--- config.mk ---
export PLATFORM = sky130hd
export DESIGN_NAME = jpeg_header_dimension_check_top
export DESIGN_NICKNAME = d
export VERILOG_FILES = /design/src/hdl/jhdc_pkg.sv /design/src/hdl/jpeg_header_dimension_check_top.sv
export SDC_FILE = /design/constraint.sdc
export NUM_CORES = 1
export LEC_CHECK = 0
export ABC_CLOCK_PERIOD_IN_PS = 8100
export BUFFER_PORTS_ARGS = -buffer_cell sky130_fd_sc_hd__buf_2
export CORE_ASPECT_RATIO = 0.9
export CORE_MARGIN = 4
export CORE_UTILIZATION = 35
export CTS_CLUSTER_SIZE = 8
export DETAILED_ROUTE_END_ITERATION = 12
export HOLD_SLACK_MARGIN = 0.05
export SLEW_MARGIN = 0
export SYNTH_ARGS = -nofsm -noshare
export SYNTH_HDL_FRONTEND = slang
export SYNTH_SLANG_ARGS = --single-unit
--- constraint.sdc ---
create_clock -name clock -period 8.1 [get_ports clock]
set_clock_uncertainty 0.1 [all_clocks]
set_input_delay 0.405 -clock clock [delete_from_list [all_inputs] [get_ports clock]]
set_output_delay 0.405 -clock clock [all_outputs]
set_load 0.02 [all_outputs]
--- src/hdl/jhdc_pkg.sv ---
// ----------------------------------------------------------------------------
// jhdc_pkg
// Shared types and constants for the JPEG header dimension check.
// ----------------------------------------------------------------------------
package jhdc_pkg;

   localparam int POSITION_BITS = 24;
   localparam int LENGTH_BITS   = 24;
   localparam int SIDE_BITS     = 16;
   // wide enough for position/length sums without overflow
   localparam int ARITH_BITS    =
      ((POSITION_BITS > LENGTH_BITS) ? POSITION_BITS : LENGTH_BITS) + 2;

   localparam logic [SIDE_BITS-1:0] SIDE_RESET = 16'd256;

   localparam logic [7:0] BYTE_PREFIX = 8'hFF;
   localparam logic [7:0] MARK_SOI    = 8'hD8;
   localparam logic [7:0] MARK_EOI    = 8'hD9;
   localparam logic [7:0] MARK_SOS    = 8'hDA;
   localparam logic [7:0] MARK_TEM    = 8'h01;
   localparam logic [7:0] MARK_RST0   = 8'hD0;
   localparam logic [7:0] MARK_RST7   = 8'hD7;
   localparam logic [7:0] MARK_SOF_LO = 8'hC0;
   localparam logic [7:0] MARK_SOF_HI = 8'hCF;
   localparam logic [7:0] MARK_DHT    = 8'hC4;
   localparam logic [7:0] MARK_JPG    = 8'hC8;
   localparam logic [7:0] MARK_DAC    = 8'hCC;
   localparam logic [7:0] PRECISION_8 = 8'd8;
   localparam logic [15:0] SEG_MIN_LEN = 16'd2;
   localparam logic [15:0] SOF_MIN_LEN = 16'd8;

   typedef enum logic [3:0] {
      PH_PREFIX = 4'd0,
      PH_FILL   = 4'd1,
      PH_LEN_HI = 4'd2,
      PH_LEN_LO = 4'd3,
      PH_SKIP   = 4'd4,
      PH_SOF_P  = 4'd5,
      PH_SOF_H1 = 4'd6,
      PH_SOF_H2 = 4'd7,
      PH_SOF_W1 = 4'd8,
      PH_SOF_W2 = 4'd9,
      PH_DONE   = 4'd10
   } phase_type;

   typedef enum logic [1:0] {
      VD_NONE     = 2'd0,
      VD_ACCEPT   = 2'd1,
      VD_MISMATCH = 2'd2
   } verdict_type;

   typedef enum logic [1:0] {
      ST_ACCEPTED   = 2'd0,
      ST_INCOMPLETE = 2'd1,
      ST_MISMATCH   = 2'd2,
      ST_INVALID    = 2'd3
   } status_type;

   function automatic logic is_sof(input logic [7:0] m);
      return (m >= MARK_SOF_LO) && (m <= MARK_SOF_HI) &&
             (m != MARK_DHT) && (m != MARK_JPG) && (m != MARK_DAC);
   endfunction

endpackage

--- src/hdl/jpeg_header_dimension_check_top.sv ---
// ----------------------------------------------------------------------------
// jpeg_header_dimension_check_top
// Streams a JPEG image byte by byte, walks its marker segments and reports
// one status per image.
// ----------------------------------------------------------------------------
// Usage:
//   req_*  : one image byte per transfer, with the image byte count and a
//            flag on the final byte. One byte is taken every cycle unless req_ready drops (see Stall).
//   rsp_*  : one status per image, produced only for the final byte:
//            0 accepted, 1 not a complete JPEG, 2 size/precision mismatch,
//            3 invalid header.
//   csr_*  : writes expected_side (required height and width). Write only
//            while no image is in flight. csr_ready is always high.
// Order: a byte is registered in the input stage on transfer and evaluated
//   there; the status of the final byte is registered in the result stage
//   when that byte is evaluated, and can transfer from there.
// Throughput: one byte per cycle, set by the walk update, while no final byte is held (see Stall).
// Stall: a waiting status holds in the output register; bytes keep flowing
//   until the next final byte reaches the evaluation stage, which then holds
//   (and req_ready drops) until the pending status is transferred.
// Reset: clears the walk state and both stages; expected_side returns to 256.
// ----------------------------------------------------------------------------
module jpeg_header_dimension_check_top
   import jhdc_pkg::*;
(
   input  logic                     clock,
   input  logic                     reset,
   input  logic                     req_valid,
   output logic                     req_ready,
   input  logic [7:0]               req_data_byte,
   input  logic [LENGTH_BITS-1:0]   req_total_length,
   input  logic                     req_last_byte,
   output logic                     rsp_valid,
   input  logic                     rsp_ready,
   output logic [1:0]               rsp_status,
   input  logic                     csr_valid,
   output logic                     csr_ready,
   input  logic [SIDE_BITS-1:0]     csr_expected_side
);

   // input stage
   logic                   in_valid_ff;
   logic [7:0]             in_byte_ff;
   logic [LENGTH_BITS-1:0] in_len_ff;
   logic                   in_last_ff;

   // walk state
   logic [SIDE_BITS-1:0]     side_ff;
   logic [POSITION_BITS-1:0] pos_ff, pos_in;
   phase_type                phase_ff, phase_in;
   logic [15:0]              offset_ff, offset_in;
   logic [15:0]              seglen_ff, seglen_in;
   logic [7:0]               marker_ff, marker_in;
   logic [7:0]               high_ff, high_in;
   logic [7:0]               prev_ff, prev_in;
   logic                     start_ok_ff, start_ok_in;
   verdict_type              verdict_ff, verdict_in;

   // result stage
   logic       rsp_valid_ff, rsp_valid_in;
   logic [1:0] rsp_status_ff, rsp_status_in;

   logic advance;
   logic [ARITH_BITS-1:0] pe, ne, size_e;
   logic [15:0] size;
   logic        complete;

   assign advance   = in_valid_ff && (!in_last_ff || !rsp_valid_ff || rsp_ready);
   assign req_ready = !in_valid_ff || advance;
   assign csr_ready = 1'b1;
   assign rsp_valid  = rsp_valid_ff;
   assign rsp_status = rsp_status_ff;

   assign pe     = ARITH_BITS'(pos_ff);
   assign ne     = ARITH_BITS'(in_len_ff);
   assign size   = {high_ff, in_byte_ff};
   assign size_e = ARITH_BITS'(size);

   always_comb begin
      pos_in        = pos_ff;
      phase_in      = phase_ff;
      offset_in     = offset_ff;
      seglen_in     = seglen_ff;
      marker_in     = marker_ff;
      high_in       = high_ff;
      prev_in       = prev_ff;
      start_ok_in   = start_ok_ff;
      verdict_in    = verdict_ff;
      complete      = 1'b0;
      rsp_valid_in  = rsp_valid_ff && !rsp_ready;
      rsp_status_in = rsp_status_ff;

      if (advance) begin
         if (pe == ARITH_BITS'(1) && prev_ff == BYTE_PREFIX && in_byte_ff == MARK_SOI) begin
            start_ok_in = 1'b1;
         end

         if (pe >= ARITH_BITS'(2) && phase_ff != PH_DONE) begin
            if (pe >= ne) begin
               phase_in = PH_DONE;
            end else begin
               case (phase_ff)
                  PH_PREFIX: begin
                     if (!(pe + ARITH_BITS'(3) < ne) || in_byte_ff != BYTE_PREFIX)
                        phase_in = PH_DONE;
                     else
                        phase_in = PH_FILL;
                  end
                  PH_FILL: begin
                     if (in_byte_ff != BYTE_PREFIX) begin
                        marker_in = in_byte_ff;
                        if (in_byte_ff == MARK_SOS || in_byte_ff == MARK_EOI)
                           phase_in = PH_DONE;
                        else if (in_byte_ff == MARK_TEM ||
                                 (in_byte_ff >= MARK_RST0 && in_byte_ff <= MARK_RST7))
                           phase_in = PH_PREFIX;
                        else if (pe + ARITH_BITS'(3) > ne)
                           phase_in = PH_DONE;
                        else
                           phase_in = PH_LEN_HI;
                     end
                  end
                  PH_LEN_HI: begin
                     high_in  = in_byte_ff;
                     phase_in = PH_LEN_LO;
                  end
                  PH_LEN_LO: begin
                     // segment may not run past the image end
                     if (size < SEG_MIN_LEN || size_e + pe > ne + ARITH_BITS'(1)) begin
                        phase_in = PH_DONE;
                     end else begin
                        seglen_in = size;
                        if (is_sof(marker_ff)) begin
                           if (size < SOF_MIN_LEN) begin
                              verdict_in = VD_MISMATCH;
                              phase_in   = PH_DONE;
                           end else begin
                              phase_in = PH_SOF_P;
                           end
                        end else if (size == SEG_MIN_LEN) begin
                           phase_in = PH_PREFIX;
                        end else begin
                           offset_in = size - SEG_MIN_LEN;
                           phase_in  = PH_SKIP;
                        end
                     end
                  end
                  PH_SKIP: begin
                     offset_in = offset_ff - 16'd1;
                     if (offset_ff == 16'd1) phase_in = PH_PREFIX;
                  end
                  PH_SOF_P: begin
                     if (in_byte_ff != PRECISION_8) begin
                        verdict_in = VD_MISMATCH;
                        phase_in   = PH_DONE;
                     end else begin
                        phase_in = PH_SOF_H1;
                     end
                  end
                  PH_SOF_H1: begin
                     high_in  = in_byte_ff;
                     phase_in = PH_SOF_H2;
                  end
                  PH_SOF_H2: begin
                     if (size != side_ff) begin
                        verdict_in = VD_MISMATCH;
                        phase_in   = PH_DONE;
                     end else begin
                        phase_in = PH_SOF_W1;
                     end
                  end
                  PH_SOF_W1: begin
                     high_in  = in_byte_ff;
                     phase_in = PH_SOF_W2;
                  end
                  PH_SOF_W2: begin
                     verdict_in = (size != side_ff) ? VD_MISMATCH : VD_ACCEPT;
                     phase_in   = PH_DONE;
                  end
                  default: begin
                     phase_in = PH_DONE;
                  end
               endcase
            end
         end

         if (in_last_ff) begin
            complete = (ne >= ARITH_BITS'(4)) && (pe + ARITH_BITS'(1) == ne) &&
                       start_ok_in && prev_ff == BYTE_PREFIX && in_byte_ff == MARK_EOI;
            rsp_valid_in = 1'b1;
            if (!complete)                  rsp_status_in = ST_INCOMPLETE;
            else if (verdict_in == VD_ACCEPT)   rsp_status_in = ST_ACCEPTED;
            else if (verdict_in == VD_MISMATCH) rsp_status_in = ST_MISMATCH;
            else                            rsp_status_in = ST_INVALID;
            // per-image state back to reset
            pos_in      = '0;
            phase_in    = PH_PREFIX;
            offset_in   = '0;
            seglen_in   = '0;
            marker_in   = '0;
            high_in     = '0;
            prev_in     = '0;
            start_ok_in = 1'b0;
            verdict_in  = VD_NONE;
         end else begin
            prev_in = in_byte_ff;
            if (pos_ff != '1) pos_in = pos_ff + 1'b1;   // saturate
         end
      end
   end

   always_ff @(posedge clock) begin
      if (reset) begin
         in_valid_ff   <= 1'b0;
         side_ff       <= SIDE_RESET;
         pos_ff        <= '0;
         phase_ff      <= PH_PREFIX;
         offset_ff     <= '0;
         seglen_ff     <= '0;
         marker_ff     <= '0;
         high_ff       <= '0;
         prev_ff       <= '0;
         start_ok_ff   <= 1'b0;
         verdict_ff    <= VD_NONE;
         rsp_valid_ff  <= 1'b0;
         rsp_status_ff <= ST_ACCEPTED;
      end else begin
         if (req_valid && req_ready) begin
            in_valid_ff <= 1'b1;
         end else if (advance) begin
            in_valid_ff <= 1'b0;
         end
         if (csr_valid && csr_ready) side_ff <= csr_expected_side;
         pos_ff        <= pos_in;
         phase_ff      <= phase_in;
         offset_ff     <= offset_in;
         seglen_ff     <= seglen_in;
         marker_ff     <= marker_in;
         high_ff       <= high_in;
         prev_ff       <= prev_in;
         start_ok_ff   <= start_ok_in;
         verdict_ff    <= verdict_in;
         rsp_valid_ff  <= rsp_valid_in;
         rsp_status_ff <= rsp_status_in;
      end
   end

   always_ff @(posedge clock) begin
      if (req_valid && req_ready) begin
         in_byte_ff <= req_data_byte;
         in_len_ff  <= req_total_length;
         in_last_ff <= req_last_byte;
      end
   end

`ifndef SYNTHESIS
   a_verdict_ends_walk: assert property (@(posedge clock) disable iff (reset)
      (verdict_ff != VD_NONE) |-> (phase_ff == PH_DONE))
      else $error("verdict set while walk still running");

   a_skip_nonzero: assert property (@(posedge clock) disable iff (reset)
      (phase_ff == PH_SKIP) |-> (offset_ff != 16'd0))
      else $error("skip phase with zero remaining bytes");

   a_clear_after_last: assert property (@(posedge clock) disable iff (reset)
      (advance && in_last_ff) |=> (pos_ff == '0 && phase_ff == PH_PREFIX && !start_ok_ff))
      else $error("image state not cleared after final byte");

   a_rsp_source: assert property (@(posedge clock) disable iff (reset)
      $rose(rsp_valid_ff) |-> $past(advance && in_last_ff))
      else $error("status produced without a final byte");
`endif

endmodule

# After elaboration in Yosys (flattened, before gate mapping)
# Index checks and enable logic that the tools add are counted.
dict set report op_classes {
  n_lt_le_gt_ge 12
  n_mux 56
  eq_ne 34
  n_addsub 7
  n_bitwise 0
  multipliers 0
  shift 0
  reduce_logical 42
  div 0
}
# op count
set op_table {}
lappend op_table {{$mux 16} 6}
lappend op_table {{$mux 8} 10}
lappend op_table {{$mux 4} 13}
lappend op_table {{$add 24x1->25 const B} 2}
lappend op_table {{$mux 24} 2}
lappend op_table {{$pmux 4 s9} 1}
lappend op_table {{$eq 8x8->1 const B} 4}
lappend op_table {{$ne 8x8->1 const B} 4}
lappend op_table {{$pmux 16 s2} 1}
lappend op_table {{$lt 26x24->1} 1}
lappend op_table {{$mux 2} 13}
lappend op_table {{$add 16x24->25} 1}
lappend op_table {{$add 24x2->25 const B} 1}
lappend op_table {{$eq 25x24->1} 1}
lappend op_table {{$gt 25x24->1} 1}
lappend op_table {{$gt 25x25->1} 1}
lappend op_table {{$add 24x1->24 const B} 1}
lappend op_table {{$eq 24x1->1 const B} 1}
lappend op_table {{$ge 24x2->1 const B} 1}
lappend op_table {{$ge 24x24->1} 1}
lappend op_table {{$ge 24x3->1 const B} 1}
lappend op_table {{$ne 24x24->1 const B} 1}
lappend op_table {{$eq 16x1->1 const B} 1}
lappend op_table {{$eq 16x2->1 const B} 1}
lappend op_table {{32 further kinds} 81}
dict set report word_totals {
  out_inout_bits 5
  latchBits 0
  ram_bits 0
  mem_count 0
  word_cells 166
  inputBits 54
  rom_bits 0
  ff_bits 124
}

# Longest topological paths before layout
dict set report depth {
  depth_word 15
  depth_mapped 21
  ltp_nobuf 21
}

# Worst setup path after synthesis
# OpenSTA, ideal clock, no wires.
dict set report synth_timing {
  path_kind {register to register}
  start {register in_byte_ff[0]}
  end {register rsp_status_ff[0], in the netlist rsp_status[0]}
  required_time_ns 7.885
  setup_ns 0.115
  period_less_slack_ns 4.717
  n_path_buf 0
  slack_ns 3.383
  stages_incl_launch_ff 22
  t_arrival_ns 4.502
  path_cell_list {edfxtp_1 -> ha_1 -> fa_1 -> a21o_1 -> a21oi_1 -> o21ai_0 -> nand3_1 -> nor2b_1 -> a31o_2 -> nor3_1 -> xor2_1 -> ha_1 -> a21oi_1 -> o21ai_0 -> or4_1 -> a211o_1 -> nand2_1 -> a21oi_1 -> o31ai_1 -> o21ai_0 -> ha_1 -> o21a_1}
}
dict set report synth_via {
  elab_chain_len 12
  word_cells_on_any_way 30
  cone_classes {add/sub: 1; order compare: 3; eq/ne: 6; mux: 15; reduce/logical: 5}
}
# element line_no
set synth_lines {}
lappend synth_lines {{start: declaration} jpeg_header_dimension_check_top.sv:43} ;# logic [7:0] in_byte_ff;
lappend synth_lines {{start signal: assignment} jpeg_header_dimension_check_top.sv:250} ;# in_byte_ff <= req_data_byte;
lappend synth_lines {{$add 16x24->25 or $lt 16x4->1 (tied branches)} {jpeg_header_dimension_check_top.sv:129, jpeg_header_dimension_check_top.sv:134}}
lappend synth_lines {{$gt 25x25->1 or $mux 2 (tied branches)} {jpeg_header_dimension_check_top.sv:129, jpeg_header_dimension_check_top.sv:134}}
lappend synth_lines {{$logic_or 1x1->1 or $mux 2 (tied branches)} {jpeg_header_dimension_check_top.sv:129, jpeg_header_dimension_check_top.sv:133}}
lappend synth_lines {{$mux 2} jpeg_header_dimension_check_top.sv:129} ;# if (size < SEG_MIN_LEN || size_e + pe > ne + ARITH_BITS'(1)) begin
lappend synth_lines {{$pmux 2 s4} jpeg_header_dimension_check_top.sv:102} ;# case (phase_ff)
lappend synth_lines {{$mux 2} jpeg_header_dimension_check_top.sv:99} ;# if (pe >= ne) begin
lappend synth_lines {{$mux 2} jpeg_header_dimension_check_top.sv:98} ;# if (pe >= ARITH_BITS'(2) && phase_ff != PH_DONE) begin
lappend synth_lines {{$mux 2} jpeg_header_dimension_check_top.sv:93} ;# if (advance) begin
lappend synth_lines {{$eq 2x2->1} jpeg_header_dimension_check_top.sv:193} ;# else if (verdict_in == VD_MISMATCH) rsp_status_in = ST_MISMATCH;
lappend synth_lines {{$mux 1} jpeg_header_dimension_check_top.sv:193}
lappend synth_lines {{$mux 2} jpeg_header_dimension_check_top.sv:192} ;# else if (verdict_in == VD_ACCEPT) rsp_status_in = ST_ACCEPTED;
lappend synth_lines {{$mux 2 *} jpeg_header_dimension_check_top.sv:191} ;# if (!complete) rsp_status_in = ST_INCOMPLETE;
lappend synth_lines {{end signal: assignment} jpeg_header_dimension_check_top.sv:244} ;# rsp_status_ff <= rsp_status_in;
lappend synth_lines {{end: declaration} jpeg_header_dimension_check_top.sv:61} ;# logic [1:0] rsp_status_ff, rsp_status_in;
# Mark *: on every way between the ends. The rest lies on a longest branch, timed or not. The select of a mux whose other input is x is not followed.
# A chain may end at the register's enable or synchronous reset.

# Worst setup path after layout
# Same ends and word-level chain as after synthesis.

==> impl_results.md <==
* Reg area at between 2000 and 3000 sq um
* Pleak at around 0.0047 uW
* CTS buffer count at 17
* Max Root-Sink Buffers at 2
* Synth async-reset ratio at 0
* Pint at between 1000 and 1500 uW
* Status: complete, no violations
* CP Capture Type: register
* Setup TNS at 0 ns
* Switching Fraction at 0.293
* Post-synthesis cell count at 1246
* Max-slew violations at 0
* EDFF count, synth at 33
* FMAX at around 180 MHz
* Gr ovfl total at 0
* Drt first pass iters at 5
* Slew at the pin closest to its max-slew limit at about 1.1 ns
* Final wirelength at between 30 and 40 mm
* Max Cap Viol at 0
* Avg WL per Cell at approximately 19 microns
* First-pass GRT wire length at between 50 and 60 mm
* Final Critical Period at between 5 and 6 ns
* Crit path kind: reg -> reg
* 1st-iter DRT viols at between 700 and 800
* CTS Sinks at 124
* Final Cycle Share at 0.698
* Die span in x at approximately 190 microns
* Pin count of the biggest net entering global routing at 64
* Commonest cells in the netlist: nor2_1, nand2_1, ha_1
* Worst min-delay path class: in -> reg
* NumNets Final at roughly 1400
* Post-Syn Area at slightly above 10000 sq um
* Row count at between 50 and 60
* Relative slew slack at 0.250
* Metal3 WL at about 2.5 mm
* GRT Util Overall at 0.198
* Post-synth top flop: dfxtp_1
* Metal-1 WL at about 15 mm
* Ant diodes at 0
* CTS-repair resized insts at 0
* Total number of vias at between 9000 and 10000
* Footprint of the multi-input gates at 6870 sq um
* Critical path launch point type: register
* Avg Cell Area, Syn at between 8 and 9 sq um
* Combinational share of power at 0.118
* Die Area at about 32000 sq um
* Layout overhead on the synthesized area at 12.1%
* Synth area leader: dfxtp_1
* Clock H-tree levels at 4
* Pwr dens at between 100 and 150 nW/um^2
* Ports at 59
* PortBufs at 57
* Final hold viol count at 0
* Vias in the first global route at between 8000 and 9000
* CTS tree: built
* VDD IR max at between 0.1 and 0.15 mV
* Warnings from Yosys at 0
* Unrepaired setup endpoints after global routing: no
* Clk pwr share at 0.458
* DRC viols at 0
* Number of setup buffers added after CTS at 0
* Fillers at approximately 2900
* CTS Root Cell: clkbuf_16
* Worst-path clk slew at 0.06 ns
* Antenna Violating Nets Remaining at 0
* Fraction of layout cells with a size suffix above 1 at 0.0876
* Initial Util at 0.360
* CP required at ~8.3 ns
* Yosys top cell area share at 0.179
* Initial antenna violation count at 1
* #FFs+latches synth at ~120
* NetSw at roughly 480 uW
* Core area at between 20000 and 30000 sq um
* Crit-path max FO at 12
* Final setup viols at 0
* Top-count cell post-synth: nor2_1
* Synth area leaders: dfxtp_1, ha_1, edfxtp_1
* Cts-stage hold buffer count at 14
* Met2 wire len at about 14 mm
* Die height at between 150 and 200 microns
* Uppermost layer routed: met5
* Arrival time worst endpoint at between 5 and 6 ns
* Sequential power share at 0.424
* WHS at 0.0583 ns
* Seq/Total Area, Yosys at 0.276
* Synth unique cells at 74
* Dpl hpwl at 23.8 mm
* Post-synthesis net count at about 1400
* Clk Latency, worst-skew pair at approximately 0.43 ns
* Reg2reg setup slack at roughly 2.4 ns
* Gp weighted congestion at 0.941
* Vias/cell at 5.84
metal layers:
layer,GRT usage,vias up
li1,-,4617
met5,0,-
met3,0.0375,50
met1,0.284,4574
met2,0.306,394
met4,0.0507,2
power by group through the flow:
stage | Sequential [uW] | Clock, uW | Combinational (uW)
finish | 691 | 746 | 192
global route | 693 | 786 | 215
CTS | 690 | 760 | 188
detailed placement | 704 | 0 | 182
global placement | 703 | 0 | 180
floorplan | 683 | 0 | 137
cell usage in the layout (no fill, tap or decap), types with 28 or more instances in the layout:
master | Yosys | layout
mux2i_1 | 28 | 28
xnor2_1 | 76 | 76
edfxtp_1 | 33 | 33
nor3_1 | 39 | 39
nand2_1 | 104 | 104
nor4_1 | 30 | 30
xor2_1 | 61 | 61
nand4_1 | 33 | 33
inv_1 | 49 | 49
nor2_1 | 126 | 126
nand3_1 | 46 | 46
ha_1 | 100 | 100
a21oi_1 | 84 | 84
o21ai_0 | 47 | 47
dfxtp_1 | 91 | 91
buf_2 | 8 | 57
path summary, 6_finish.rpt:
path / from / endpoint / depth (start not counted)
setup / recovery: in_byte_ff[0]$_DFFE_PP_ / rsp_status[0]$_SDFFE_PP0P_ / 21
hold / removal: req_total_length[7] / in_len_ff[7]$_DFFE_PP_ / 1
setup reg to reg: in_byte_ff[0]$_DFFE_PP_ / rsp_status[0]$_SDFFE_PP0P_ / 21
hold reg to reg: rsp_status[1]$_SDFFE_PP0P_ / rsp_status[1]$_SDFFE_PP0P_ / 2
critical path, cell delays in order (launching register included):
cell	delay (ns)
edfxtp_1	0.62
ha_1	0.34
fa_1	0.40
a21o_1	0.17
a21oi_1	0.28
o21ai_0	0.16
nand3_1	0.11
nor2b_1	0.28
a31o_2	0.28
nor3_1	0.08
xor2_1	0.15
ha_1	0.32
a21oi_1	0.12
o21ai_0	0.13
or4_1	0.53
a211o_1	0.28
nand2_1	0.14
a21oi_1	0.09
o31ai_1	0.31
o21ai_0	0.16
ha_1	0.31
o21a_1	0.18
sequential cells by signal, indices dropped and copies added (netlist names), 4 cells and up:
register and cells:
phase_ff 4, marker_ff 8, side_ff 16, in_len_ff 24, offset_ff 16, prev_ff 8
high_ff 8, in_byte_ff 8, pos_ff 24
through the flow:
stage | power (uW) | cell area, sq um | utilization | worst slack, ns | instances
after global placement | 883 | 10700 | 0.377 | 2.67 | 1599
after floorplan | 820 | 10200 | - | 3.38 | 1246
after CTS | 1640 | 11400 | 0.402 | 2.54 | 1645
after global routing | 1690 | 11400 | 0.404 | 2.07 | 1650
final | 1630 | 11400 | 0.404 | 2.45 | 1650
after detailed placement | 886 | 10700 | 0.377 | 2.57 | 1599
cell families (layout without fill, tap and decap cells):
group,Yosys count,count (layout),synth area share
adders and majority gates,101,101,0.125
xor gates and xnor gates,137,137,0.118
other,1,1,0.000368
muxes,28,28,0.0275
buffers and inverters,124,168,0.0511
DFF,124,124,0.276
and+or+nand+nor,456,456,0.225
AOI/OAI and AO/OA,275,275,0.178
layout make-up:
cell class / count / share of cell area
inverters: 51 / 0.0168
flip-flops and latches: 124 / 0.246
clock inverters: 13 / 0.00909
multi-input cells: 998 / 0.601
well taps: 360 / 0.0394
repair buffers: 85 / 0.0475
clock buffers: 19 / 0.0397
Power figures use the tool's default switching activity.
